### src/hw/rtl/tdmsa_pkg.sv
// Shared types, codes and the unlock sequence table for the drive mode arbiter.
package tdmsa_pkg;

  // Fixed item field widths
  localparam int BTN_W    = 11;
  localparam int IDX_W    = 4;
  localparam int TS_W     = 32;
  localparam int LVL_W    = 2;
  localparam int PAD_W    = 2;
  localparam int SPEED_W  = 16;
  localparam int ACT_W    = 2;
  localparam int CODE_W   = 15;
  localparam int STEP_W   = 5;
  localparam int IN_DW    = 56;
  localparam int OUT_DW   = 24;

  // Configuration port
  localparam int CFG_AW   = 5;
  localparam int CFG_DW   = 32;
  localparam logic [2:0] REG_DEADMAN  = 3'd0;
  localparam logic [2:0] REG_AUTO     = 3'd1;
  localparam logic [2:0] REG_OBSTACLE = 3'd2;
  localparam logic [2:0] REG_TIMEOUT  = 3'd3;
  localparam logic [2:0] REG_SLOW     = 3'd4;

  // Report kinds (tuser)
  localparam logic CMD_GAMEPAD = 1'b0;
  localparam logic CMD_TERRAIN = 1'b1;

  // Terrain levels
  localparam logic [LVL_W-1:0] TERR_SAFE    = 2'd0;
  localparam logic [LVL_W-1:0] TERR_SLOW    = 2'd1;
  localparam logic [LVL_W-1:0] TERR_STOP    = 2'd2;
  localparam logic [LVL_W-1:0] TERR_UNKNOWN = 2'd3;

  // Actions
  localparam logic [ACT_W-1:0] ACT_CONTINUE = 2'd0;
  localparam logic [ACT_W-1:0] ACT_SLOW     = 2'd1;
  localparam logic [ACT_W-1:0] ACT_PAUSE    = 2'd2;

  // Direction pad values
  localparam logic [PAD_W-1:0] PAD_POS = 2'b01;
  localparam logic [PAD_W-1:0] PAD_NEG = 2'b11;

  // Press code bits
  localparam logic [CODE_W-1:0] PRESS_BTN0  = 15'h0001;
  localparam logic [CODE_W-1:0] PRESS_BTN1  = 15'h0002;
  localparam logic [CODE_W-1:0] PRESS_LEFT  = 15'h0800;
  localparam logic [CODE_W-1:0] PRESS_RIGHT = 15'h1000;
  localparam logic [CODE_W-1:0] PRESS_UP    = 15'h2000;
  localparam logic [CODE_W-1:0] PRESS_DOWN  = 15'h4000;

  // Expected press code at unlock step k: odd steps are all released,
  // even steps walk a ten-entry press pattern
  function automatic logic [CODE_W-1:0] step_code(input logic [STEP_W-1:0] k);
    logic [CODE_W-1:0] c;
    c = '0;
    if (!k[0]) begin
      case (k[4:1])
        4'd0, 4'd1, 4'd10, 4'd11: c = PRESS_UP;
        4'd2, 4'd3, 4'd12, 4'd13: c = PRESS_DOWN;
        4'd4, 4'd6, 4'd14:        c = PRESS_LEFT;
        4'd5, 4'd7, 4'd15:        c = PRESS_RIGHT;
        4'd8:                     c = PRESS_BTN1;
        4'd9:                     c = PRESS_BTN0;
        default:                  c = '0;
      endcase
    end
    return c;
  endfunction

endpackage

### src/hw/rtl/teleop_drive_mode_safety_arbiter.sv
// Top level of the tele-operation drive mode safety arbiter.
//
// Usage:
//   in_*  stream carries reports. in_tuser selects the kind: 0 gamepad,
//         1 terrain safety report. A terrain report only updates the stored
//         terrain level and gives no result; a gamepad report gives one.
//   out_* stream carries one result per gamepad report.
//   cfg_* APB-style port holds the five setup registers at byte offsets
//         0,4,8,12,16; pready is always high. Write only while idle.
// Timing: an item is captured in an input register, then the sequence
//   matching and mode logic loads the output register from it, so a result
//   is valid on out_* once it has passed both registers. One item per cycle
//   is sustained while out_tready stays high; the state update loop sets it.
// Reset (rst_n low, synchronous): both stages empty, terrain level stop,
//   manual mode, unlock sequence at its start, registers at defaults.
// Stall: while out_tready is low the result holds; one more item waits in
//   the input register, then in_tready drops. Terrain reports keep flowing
//   past a stalled output only while the input register can drain.
module teleop_drive_mode_safety_arbiter #(
  parameter int BUTTON_COUNT    = 11,
  parameter int SEQUENCE_LENGTH = 20
) (
  input  logic                          clk,
  input  logic                          rst_n,
  // tdata: button_bits[10:0], pad_horizontal[12:11], pad_vertical[14:13],
  //        timestamp[46:15], terrain_level[48:47], zero fill [55:49]
  input  logic [tdmsa_pkg::IN_DW-1:0]   in_tdata,
  // tuser: cmd
  input  logic                          in_tuser,
  input  logic                          in_tvalid,
  output logic                          in_tready,
  // tdata: action[1:0], speed_limit[17:2], in_automatic[18], unlocked[19],
  //        zero fill [23:20]
  output logic [tdmsa_pkg::OUT_DW-1:0]  out_tdata,
  output logic                          out_tvalid,
  input  logic                          out_tready,
  input  logic                          cfg_psel,
  input  logic                          cfg_penable,
  input  logic                          cfg_pwrite,
  input  logic [tdmsa_pkg::CFG_AW-1:0]  cfg_paddr,
  input  logic [tdmsa_pkg::CFG_DW-1:0]  cfg_pwdata,
  output logic [tdmsa_pkg::CFG_DW-1:0]  cfg_prdata,
  output logic                          cfg_pready
);
  import tdmsa_pkg::*;

  localparam int POS_W = $clog2(SEQUENCE_LENGTH + 1);
  localparam logic [POS_W-1:0] SEQ_LEN = POS_W'(SEQUENCE_LENGTH);
  localparam logic [BTN_W-1:0] BTN_MASK = BTN_W'((1 << BUTTON_COUNT) - 1);

  // Configuration registers
  logic [IDX_W-1:0]   deadman_idx_r, auto_idx_r, obstacle_idx_r;
  logic [TS_W-1:0]    seq_timeout_r;
  logic [SPEED_W-1:0] slow_limit_r;
  logic [2:0]         cfg_reg;
  logic               cfg_wr;

  assign cfg_pready = 1'b1;
  assign cfg_reg    = cfg_paddr[4:2];
  assign cfg_wr     = cfg_psel && cfg_penable && cfg_pwrite && cfg_pready;

  always_ff @(posedge clk) begin
    if (!rst_n) begin
      deadman_idx_r  <= IDX_W'(1);
      auto_idx_r     <= IDX_W'(2);
      obstacle_idx_r <= IDX_W'(3);
      seq_timeout_r  <= TS_W'(1000);
      slow_limit_r   <= SPEED_W'(128);
    end else if (cfg_wr) begin
      case (cfg_reg)
        REG_DEADMAN:  deadman_idx_r  <= cfg_pwdata[IDX_W-1:0];
        REG_AUTO:     auto_idx_r     <= cfg_pwdata[IDX_W-1:0];
        REG_OBSTACLE: obstacle_idx_r <= cfg_pwdata[IDX_W-1:0];
        REG_TIMEOUT:  seq_timeout_r  <= cfg_pwdata[TS_W-1:0];
        REG_SLOW:     slow_limit_r   <= cfg_pwdata[SPEED_W-1:0];
        default: ;
      endcase
    end
  end

  // Register readback
  always_comb begin
    case (cfg_reg)
      REG_DEADMAN:  cfg_prdata = CFG_DW'(deadman_idx_r);
      REG_AUTO:     cfg_prdata = CFG_DW'(auto_idx_r);
      REG_OBSTACLE: cfg_prdata = CFG_DW'(obstacle_idx_r);
      REG_TIMEOUT:  cfg_prdata = seq_timeout_r;
      REG_SLOW:     cfg_prdata = CFG_DW'(slow_limit_r);
      default:      cfg_prdata = '0;
    endcase
  end

  // Input stage and output stage handshake
  logic              s1_v_r, s1_user_r;
  logic [48:0]       s1_data_r;
  logic              out_v_r;
  logic [OUT_DW-1:0] out_data_r;
  logic              out_free, s1_go, load_out;

  assign out_free   = !out_v_r || out_tready;
  assign s1_go      = s1_v_r && ((s1_user_r == CMD_TERRAIN) || out_free);
  assign load_out   = s1_go && (s1_user_r == CMD_GAMEPAD);
  assign in_tready  = !s1_v_r || s1_go;
  assign out_tvalid = out_v_r;
  assign out_tdata  = out_data_r;

  always_ff @(posedge clk) begin
    if (!rst_n) begin
      s1_v_r <= 1'b0;
    end else if (in_tready) begin
      s1_v_r <= in_tvalid;
    end
  end

  always_ff @(posedge clk) begin
    if (in_tready && in_tvalid) begin
      s1_user_r <= in_tuser;
      s1_data_r <= in_tdata[48:0];
    end
  end

  // Unpack the held item
  logic [BTN_W-1:0] bits;
  logic [PAD_W-1:0] pad_h, pad_v;
  logic [TS_W-1:0]  ts;
  logic [LVL_W-1:0] level;

  assign bits  = s1_data_r[10:0] & BTN_MASK;
  assign pad_h = s1_data_r[12:11];
  assign pad_v = s1_data_r[14:13];
  assign ts    = s1_data_r[46:15];
  assign level = s1_data_r[48:47];

  // Arbiter state
  logic [LVL_W-1:0] terrain_r, terrain_nxt;
  logic             auto_mode_r, auto_mode_nxt;
  logic             auto_prev_r, dead_prev_r;
  logic [POS_W-1:0] pos_r, pos_nxt;
  logic [TS_W-1:0]  last_ts_r, last_ts_nxt;

  // Unlock sequence matcher
  logic [TS_W-1:0]   dt;
  logic              seq_open, timed_out;
  logic [CODE_W-1:0] code, prev_code, cur_code;

  always_comb begin
    dt        = ts - last_ts_r;
    seq_open  = pos_r < SEQ_LEN;
    timed_out = (dt > seq_timeout_r) && seq_open;
    code      = CODE_W'(bits);
    if (pad_h == PAD_POS) code = code | PRESS_LEFT;
    if (pad_h == PAD_NEG) code = code | PRESS_RIGHT;
    if (pad_v == PAD_POS) code = code | PRESS_UP;
    if (pad_v == PAD_NEG) code = code | PRESS_DOWN;
    prev_code = (pos_r != '0) ? step_code(STEP_W'(pos_r - POS_W'(1))) : '0;
    cur_code  = seq_open ? step_code(STEP_W'(pos_r)) : '0;
    pos_nxt     = pos_r;
    last_ts_nxt = last_ts_r;
    if (timed_out) begin
      pos_nxt     = '0;
      last_ts_nxt = ts;
    end else if (code != prev_code && code != cur_code && code != '0) begin
      pos_nxt = '0;
    end else if (code == cur_code && seq_open) begin
      pos_nxt     = pos_r + POS_W'(1);
      last_ts_nxt = ts;
    end
  end

  // Button decode, mode update and action select
  logic [15:0]      bits_wide;
  logic [BTN_W-1:0] skip_mask;
  logic             auto_p, dead_p, other, unlocked;
  logic [ACT_W-1:0] action;
  logic [SPEED_W-1:0] speed;

  always_comb begin
    bits_wide = {5'b0, bits};
    auto_p    = bits_wide[auto_idx_r];
    dead_p    = bits_wide[deadman_idx_r];
    skip_mask = BTN_W'(16'd1 << deadman_idx_r) | BTN_W'(16'd1 << auto_idx_r)
              | BTN_W'(16'd1 << obstacle_idx_r);
    other     = |(bits & ~skip_mask);
    unlocked  = (pos_nxt == SEQ_LEN);

    auto_mode_nxt = auto_mode_r;
    if (!auto_mode_r) begin
      if (auto_p && !auto_prev_r) auto_mode_nxt = 1'b1;
    end else if (other || (auto_p && !auto_prev_r) || (dead_p && !dead_prev_r)) begin
      auto_mode_nxt = 1'b0;
    end

    speed = '0;
    if (dead_p || unlocked) begin
      action = ACT_CONTINUE;
    end else if (auto_mode_nxt) begin
      case (terrain_r)
        TERR_SAFE: action = ACT_CONTINUE;
        TERR_SLOW: begin
          action = ACT_SLOW;
          speed  = slow_limit_r;
        end
        default:   action = ACT_PAUSE;
      endcase
    end else begin
      action = ACT_PAUSE;
    end

    terrain_nxt = terrain_r;
    if (level != TERR_UNKNOWN) terrain_nxt = level;
  end

  // State registers, updated as each held item leaves the input stage
  always_ff @(posedge clk) begin
    if (!rst_n) begin
      terrain_r   <= TERR_STOP;
      auto_mode_r <= 1'b0;
      auto_prev_r <= 1'b0;
      dead_prev_r <= 1'b0;
      pos_r       <= '0;
      last_ts_r   <= '0;
    end else if (s1_go) begin
      if (s1_user_r == CMD_TERRAIN) begin
        terrain_r <= terrain_nxt;
      end else begin
        auto_mode_r <= auto_mode_nxt;
        auto_prev_r <= auto_p;
        dead_prev_r <= dead_p;
        pos_r       <= pos_nxt;
        last_ts_r   <= last_ts_nxt;
      end
    end
  end

  // Result register
  always_ff @(posedge clk) begin
    if (!rst_n) begin
      out_v_r <= 1'b0;
    end else if (load_out) begin
      out_v_r <= 1'b1;
    end else if (out_tready) begin
      out_v_r <= 1'b0;
    end
  end

  always_ff @(posedge clk) begin
    if (load_out) begin
      out_data_r <= {4'b0, unlocked, auto_mode_nxt, speed, action};
    end
  end

endmodule

### config.mk
export PLATFORM = sky130hd
export DESIGN_NAME = teleop_drive_mode_safety_arbiter
export DESIGN_NICKNAME = d
export VERILOG_FILES = /design/src/hw/rtl/tdmsa_pkg.sv /design/src/hw/rtl/teleop_drive_mode_safety_arbiter.sv
export SDC_FILE = /design/constraint.sdc
export NUM_CORES = 1
export LEC_CHECK = 0
export ABC_AREA = 1
export BUFFER_PORTS_ARGS = -buffer_cell sky130_fd_sc_hd__buf_2
export CORE_MARGIN = 8
export CORE_UTILIZATION = 52
export DETAILED_ROUTE_END_ITERATION = 12
export PLACE_DENSITY = 0.81
export REMOVE_ABC_BUFFERS = 1
export SETUP_SLACK_MARGIN = 0.05
export SKIP_LAST_GASP = 1
export SLEW_MARGIN = 15
export SYNTH_ARGS = -nofsm -noshare
export SYNTH_HDL_FRONTEND = slang
export SYNTH_SLANG_ARGS = --single-unit
export TNS_END_PERCENT = 30
### constraint.sdc
create_clock -name clk -period 4.2 [get_ports clk]
set_input_delay 0.42 -clock clk [delete_from_list [all_inputs] [get_ports clk]]
set_output_delay 0.42 -clock clk [all_outputs]
set_load 0.05 [all_outputs]
==> impl_metrics.toml <==
[outcome]
run_status = "finished, violations left"
failing_checks = "negative setup slack"

[floorplan]
row_count = 51
fp.dieW_um = 155.2
floorplan.die_area_mm2 = 0.02409
die_height_um = 155.2
initial_utilization = 0.5229
num_io_pins = 160
floorplan.core_area_mm2 = 0.01927

[clocking]
path_clk_slew_ps = 70
tritoncts_num_sinks = 180
ctsHtreeMaxLevel = 4
cts.root.buffer_cell = "sky130_fd_sc_hd__clkbuf_16"
cts_buffer_depth = 2
cts_buffers = 17
insertion_delay_ps = 440
hold_buffers = 0
tritoncts = "done"

[synth]
synth.lib_cells_used.distinct = 48
postSynthRegisterBits = 180
ys_dominant_reg_cell = "sky130_fd_sc_hd__dfxtp_1"
ys_async_sr_fraction = 0
synth_warnings = 0
synth_cells = 1276
synth-edff-count = 70
synthesis.area_mm2 = 0.01008
proportion_of_synthesized_chip_area_in_sequential_cells = 0.4272
syn-mean-instance-area_um2 = 7.896

[sta]
final-max-slew-violation-count = 0
rsz0062_at_grt = "yes"
final.hold.worst_slack_ps = 150.9
postLayoutSetupSlackWorst_ps = -23.26
setup_total_negative_slack_ps = -227.4
fmax_ghz = 0.2368
worst_slew_margin_rel = 0.2720
final_min_period_over_clock_period = 1.006
tightestPinTransition_ps = 1091
hold_viol_final = 0
timing.final.crit_period_ps = 4223
final-setup-viol-count = 15
final.setup_skew_ps = 9.495

[grt]
grt_pass1_wl_um = 42290
grt_max_degree = 62
first_global_vias = 8640
gr-total-overflow = 0
antenna_found_initial = 3
grt.total_usage = 0.2180

[worst_setup_path]
cp-start-kind = "flop"
rr_worst_depth = 24
path_cells = "ha_2 > a21oi_1 > o21ai_1 > a21oi_1 > inv_1 > a21oi_1 > nand2_2 > a21oi_4 > o211ai_1 > xor2_1 > ha_1 > nand2_1 > nor2_2 > nand2_1 > nor3_2 > nand2_1 > o21a_1 > nand2_4 > nand3_4 > nor2_4 > nand2_2 > nand3_4 > buf_12 > nor2_1"
required_ps = 4400
worst-setup-path-type = "reg2reg"
timing.rr.end = "out_tdata[3]"
critPathArrivalTime_ps = 4430
cp_slowest_cell = "sky130_fd_sc_hd__edfxtp_1"
cp_slowest_stage_delay_ps = 390
worstSetupEndpointType = "flop"
setup.reg_to_reg.worst_slack_ps = -20
cp_max_fo = 7
critical_r2r_launch = "s1_data_r[31]"

[worst_hold_path]
hold_path_class = "in2reg"
worst_hold_startpoint = "in_tdata[33]"
min_to = "s1_data_r[33]"
worstHoldPathCells = 1

[route]
detail_route.wl_per_cell_um = 16.12
via_count = 9238
route.antenna.remaining_nets = 0
drt-total-wl_um = 27890
drt_pass1_iterations = 6
route.detailed.drc = 0
initialDrtViolationCount = 609
detail_route.vias_per_cell = 5.340

[place]
detailedPlacementHpwl_um = 20090
pre_cts_ws_ps = -177.1
gp_congestion = 0.9333
detailed_place.area_mm2 = 0.01121
placement.io_buffers = 145
placedCellCount = 1681

[cells_and_area]
fin_nets = 1617
layout.cells.most_common_list = "sky130_fd_sc_hd__nand2_1, sky130_fd_sc_hd__inv_1, sky130_fd_sc_hd__buf_2"
layout_commonest_cell = "sky130_fd_sc_hd__nand2_1"
final_cells = 1730
final_design_area_no_fill_mm2 = 0.01237
layout-drive-gt1-share = 0.2196
layout-area-overhead-vs-synth_pct = 22.79
final_design_utilization = 0.6420
filler_cell_count = 1646

[run]
cap_violations = 0

[power]
power_density_over_the_cells_mw_per_mm2 = 377.6
power.total_mw = 4.671
power.static_leakage_nw = 5.295
ir_drop_mv = 0.2946
-- registers in the layout, indices dropped and copies added (netlist names), 2 cells and up, named ones only --
register        count
terrain_r           2
out_tdata          20
obstacle_idx_r      4
deadman_idx_r       4
s1_data_r          49
slow_limit_r       16
last_ts_r          32
auto_idx_r          4
seq_timeout_r      32
pos_r               5
-- cells in the mapped netlist, types with 2 or more instances --
cell	count	area share
sky130_fd_sc_hd__a211oi_1	2	0.0015
sky130_fd_sc_hd__a21boi_0	2	0.0015
sky130_fd_sc_hd__a21o_1	4	0.0030
sky130_fd_sc_hd__a21oi_1	151	0.075
sky130_fd_sc_hd__a221oi_1	4	0.0035
sky130_fd_sc_hd__a31oi_1	3	0.0019
sky130_fd_sc_hd__buf_2	3	0.0015
sky130_fd_sc_hd__buf_4	6	0.0045
sky130_fd_sc_hd__buf_6	2	0.0022
sky130_fd_sc_hd__clkbuf_1	30	0.011
sky130_fd_sc_hd__clkinv_1	2	0.00075
sky130_fd_sc_hd__conb_1	2	0.00075
sky130_fd_sc_hd__dfxtp_1	110	0.22
sky130_fd_sc_hd__edfxtp_1	70	0.21
sky130_fd_sc_hd__ha_1	66	0.082
sky130_fd_sc_hd__inv_1	189	0.070
sky130_fd_sc_hd__inv_2	3	0.0011
sky130_fd_sc_hd__nand2_1	204	0.076
sky130_fd_sc_hd__nand2_2	3	0.0019
sky130_fd_sc_hd__nand3_1	45	0.022
sky130_fd_sc_hd__nand4_1	17	0.011
sky130_fd_sc_hd__nor2_1	106	0.039
sky130_fd_sc_hd__nor2_2	13	0.0081
sky130_fd_sc_hd__nor2_4	4	0.0045
sky130_fd_sc_hd__nor3_1	13	0.0065
sky130_fd_sc_hd__nor4_1	4	0.0025
sky130_fd_sc_hd__o211ai_1	15	0.011
sky130_fd_sc_hd__o21a_1	4	0.0030
sky130_fd_sc_hd__o21ai_0	122	0.061
sky130_fd_sc_hd__o21bai_1	2	0.0015
sky130_fd_sc_hd__o221ai_1	4	0.0035
sky130_fd_sc_hd__o22ai_1	22	0.014
sky130_fd_sc_hd__o311ai_0	2	0.0017
sky130_fd_sc_hd__xnor2_1	10	0.0087
sky130_fd_sc_hd__xor2_1	24	0.021
-- critical path, delay by kind of cell, from the launching register on --
family | cells | cell delay [ps]
xor+xnor | 1 | 170
compound gates | 7 | 1270
simple gates | 12 | 1270
fa+ha+maj | 2 | 640
flops | 1 | 390
buf+inv | 2 | 230
-- per-layer routing --
metal  up-vias  part of all wire  track usage
met1      4262              0.43       0.2719
met3        70             0.054      0.04355
met5         -                 0            0
met2       270              0.48       0.3563
li1       4636                 -            -
met4         0             0.036       0.1054
-- layout make-up --
class / instances / area, µm² / area share
Clock buffer: 17 / 425.4 / 0.03439
Clock inverter: 15 / 165.2 / 0.01335
Inverter: 194 / 730.7 / 0.05906
Multi-Input combinational cell: 862 / 5220 / 0.4219
Sequential cell: 180 / 4304 / 0.3479
Timing Repair Buffer: 194 / 1187 / 0.09597
Tap cell: 265 / 331.6 / 0.02680
Antenna cell: 3 / 7.507 / 0.0006068
-- worst max-delay path by stage --
stage	from	endpoint	slack, ps	depth (start not counted)
floorplan	s1_data_r[15]	last_ts_r[0]	-410	27
global placement	s1_data_r[15]	out_tdata[8]	-50	27
detailed placement	s1_data_r[15]	out_tdata[2]	-180	27
CTS	s1_data_r[15]	out_tdata[15]	50	28
global route	s1_data_r[31]	out_tdata[13]	-230	24
finish	s1_data_r[31]	out_tdata[3]	-20	24
-- power breakdown --
| group | internal (mW) | switching, mW | leakage, nW | total, mW |
|---|---|---|---|---|
| combinational | 0.462 | 0.679 | 3.44 | 1.14 |
| sequential | 1.89 | 0.0389 | 1.57 | 1.93 |
| clock | 0.846 | 0.755 | 0.284 | 1.60 |
-- kinds of logic after synthesis --
group                    count (synthesis)  synth area share
flip-flops                             180            0.4272
buffers and inverters                  237           0.09400
other                                    2         0.0007453
AND/OR/NAND/NOR                        413            0.1763
adder cells (fa/ha/maj)                 67           0.08394
AO/OA/AOI/OAI                          343            0.1883
XOR/XNOR                                34           0.02955
-- what timing repair did --
action                                  4_1_cts  5_1_grt
hold endpoints to repair                      0        0
gates resized for setup                      13       75
pin swaps                                     3       25
gates cloned                                  0        3
endpoints found under the setup margin       56       62
buffers inserted                              5        6
(Power assumes the default switching activity.)
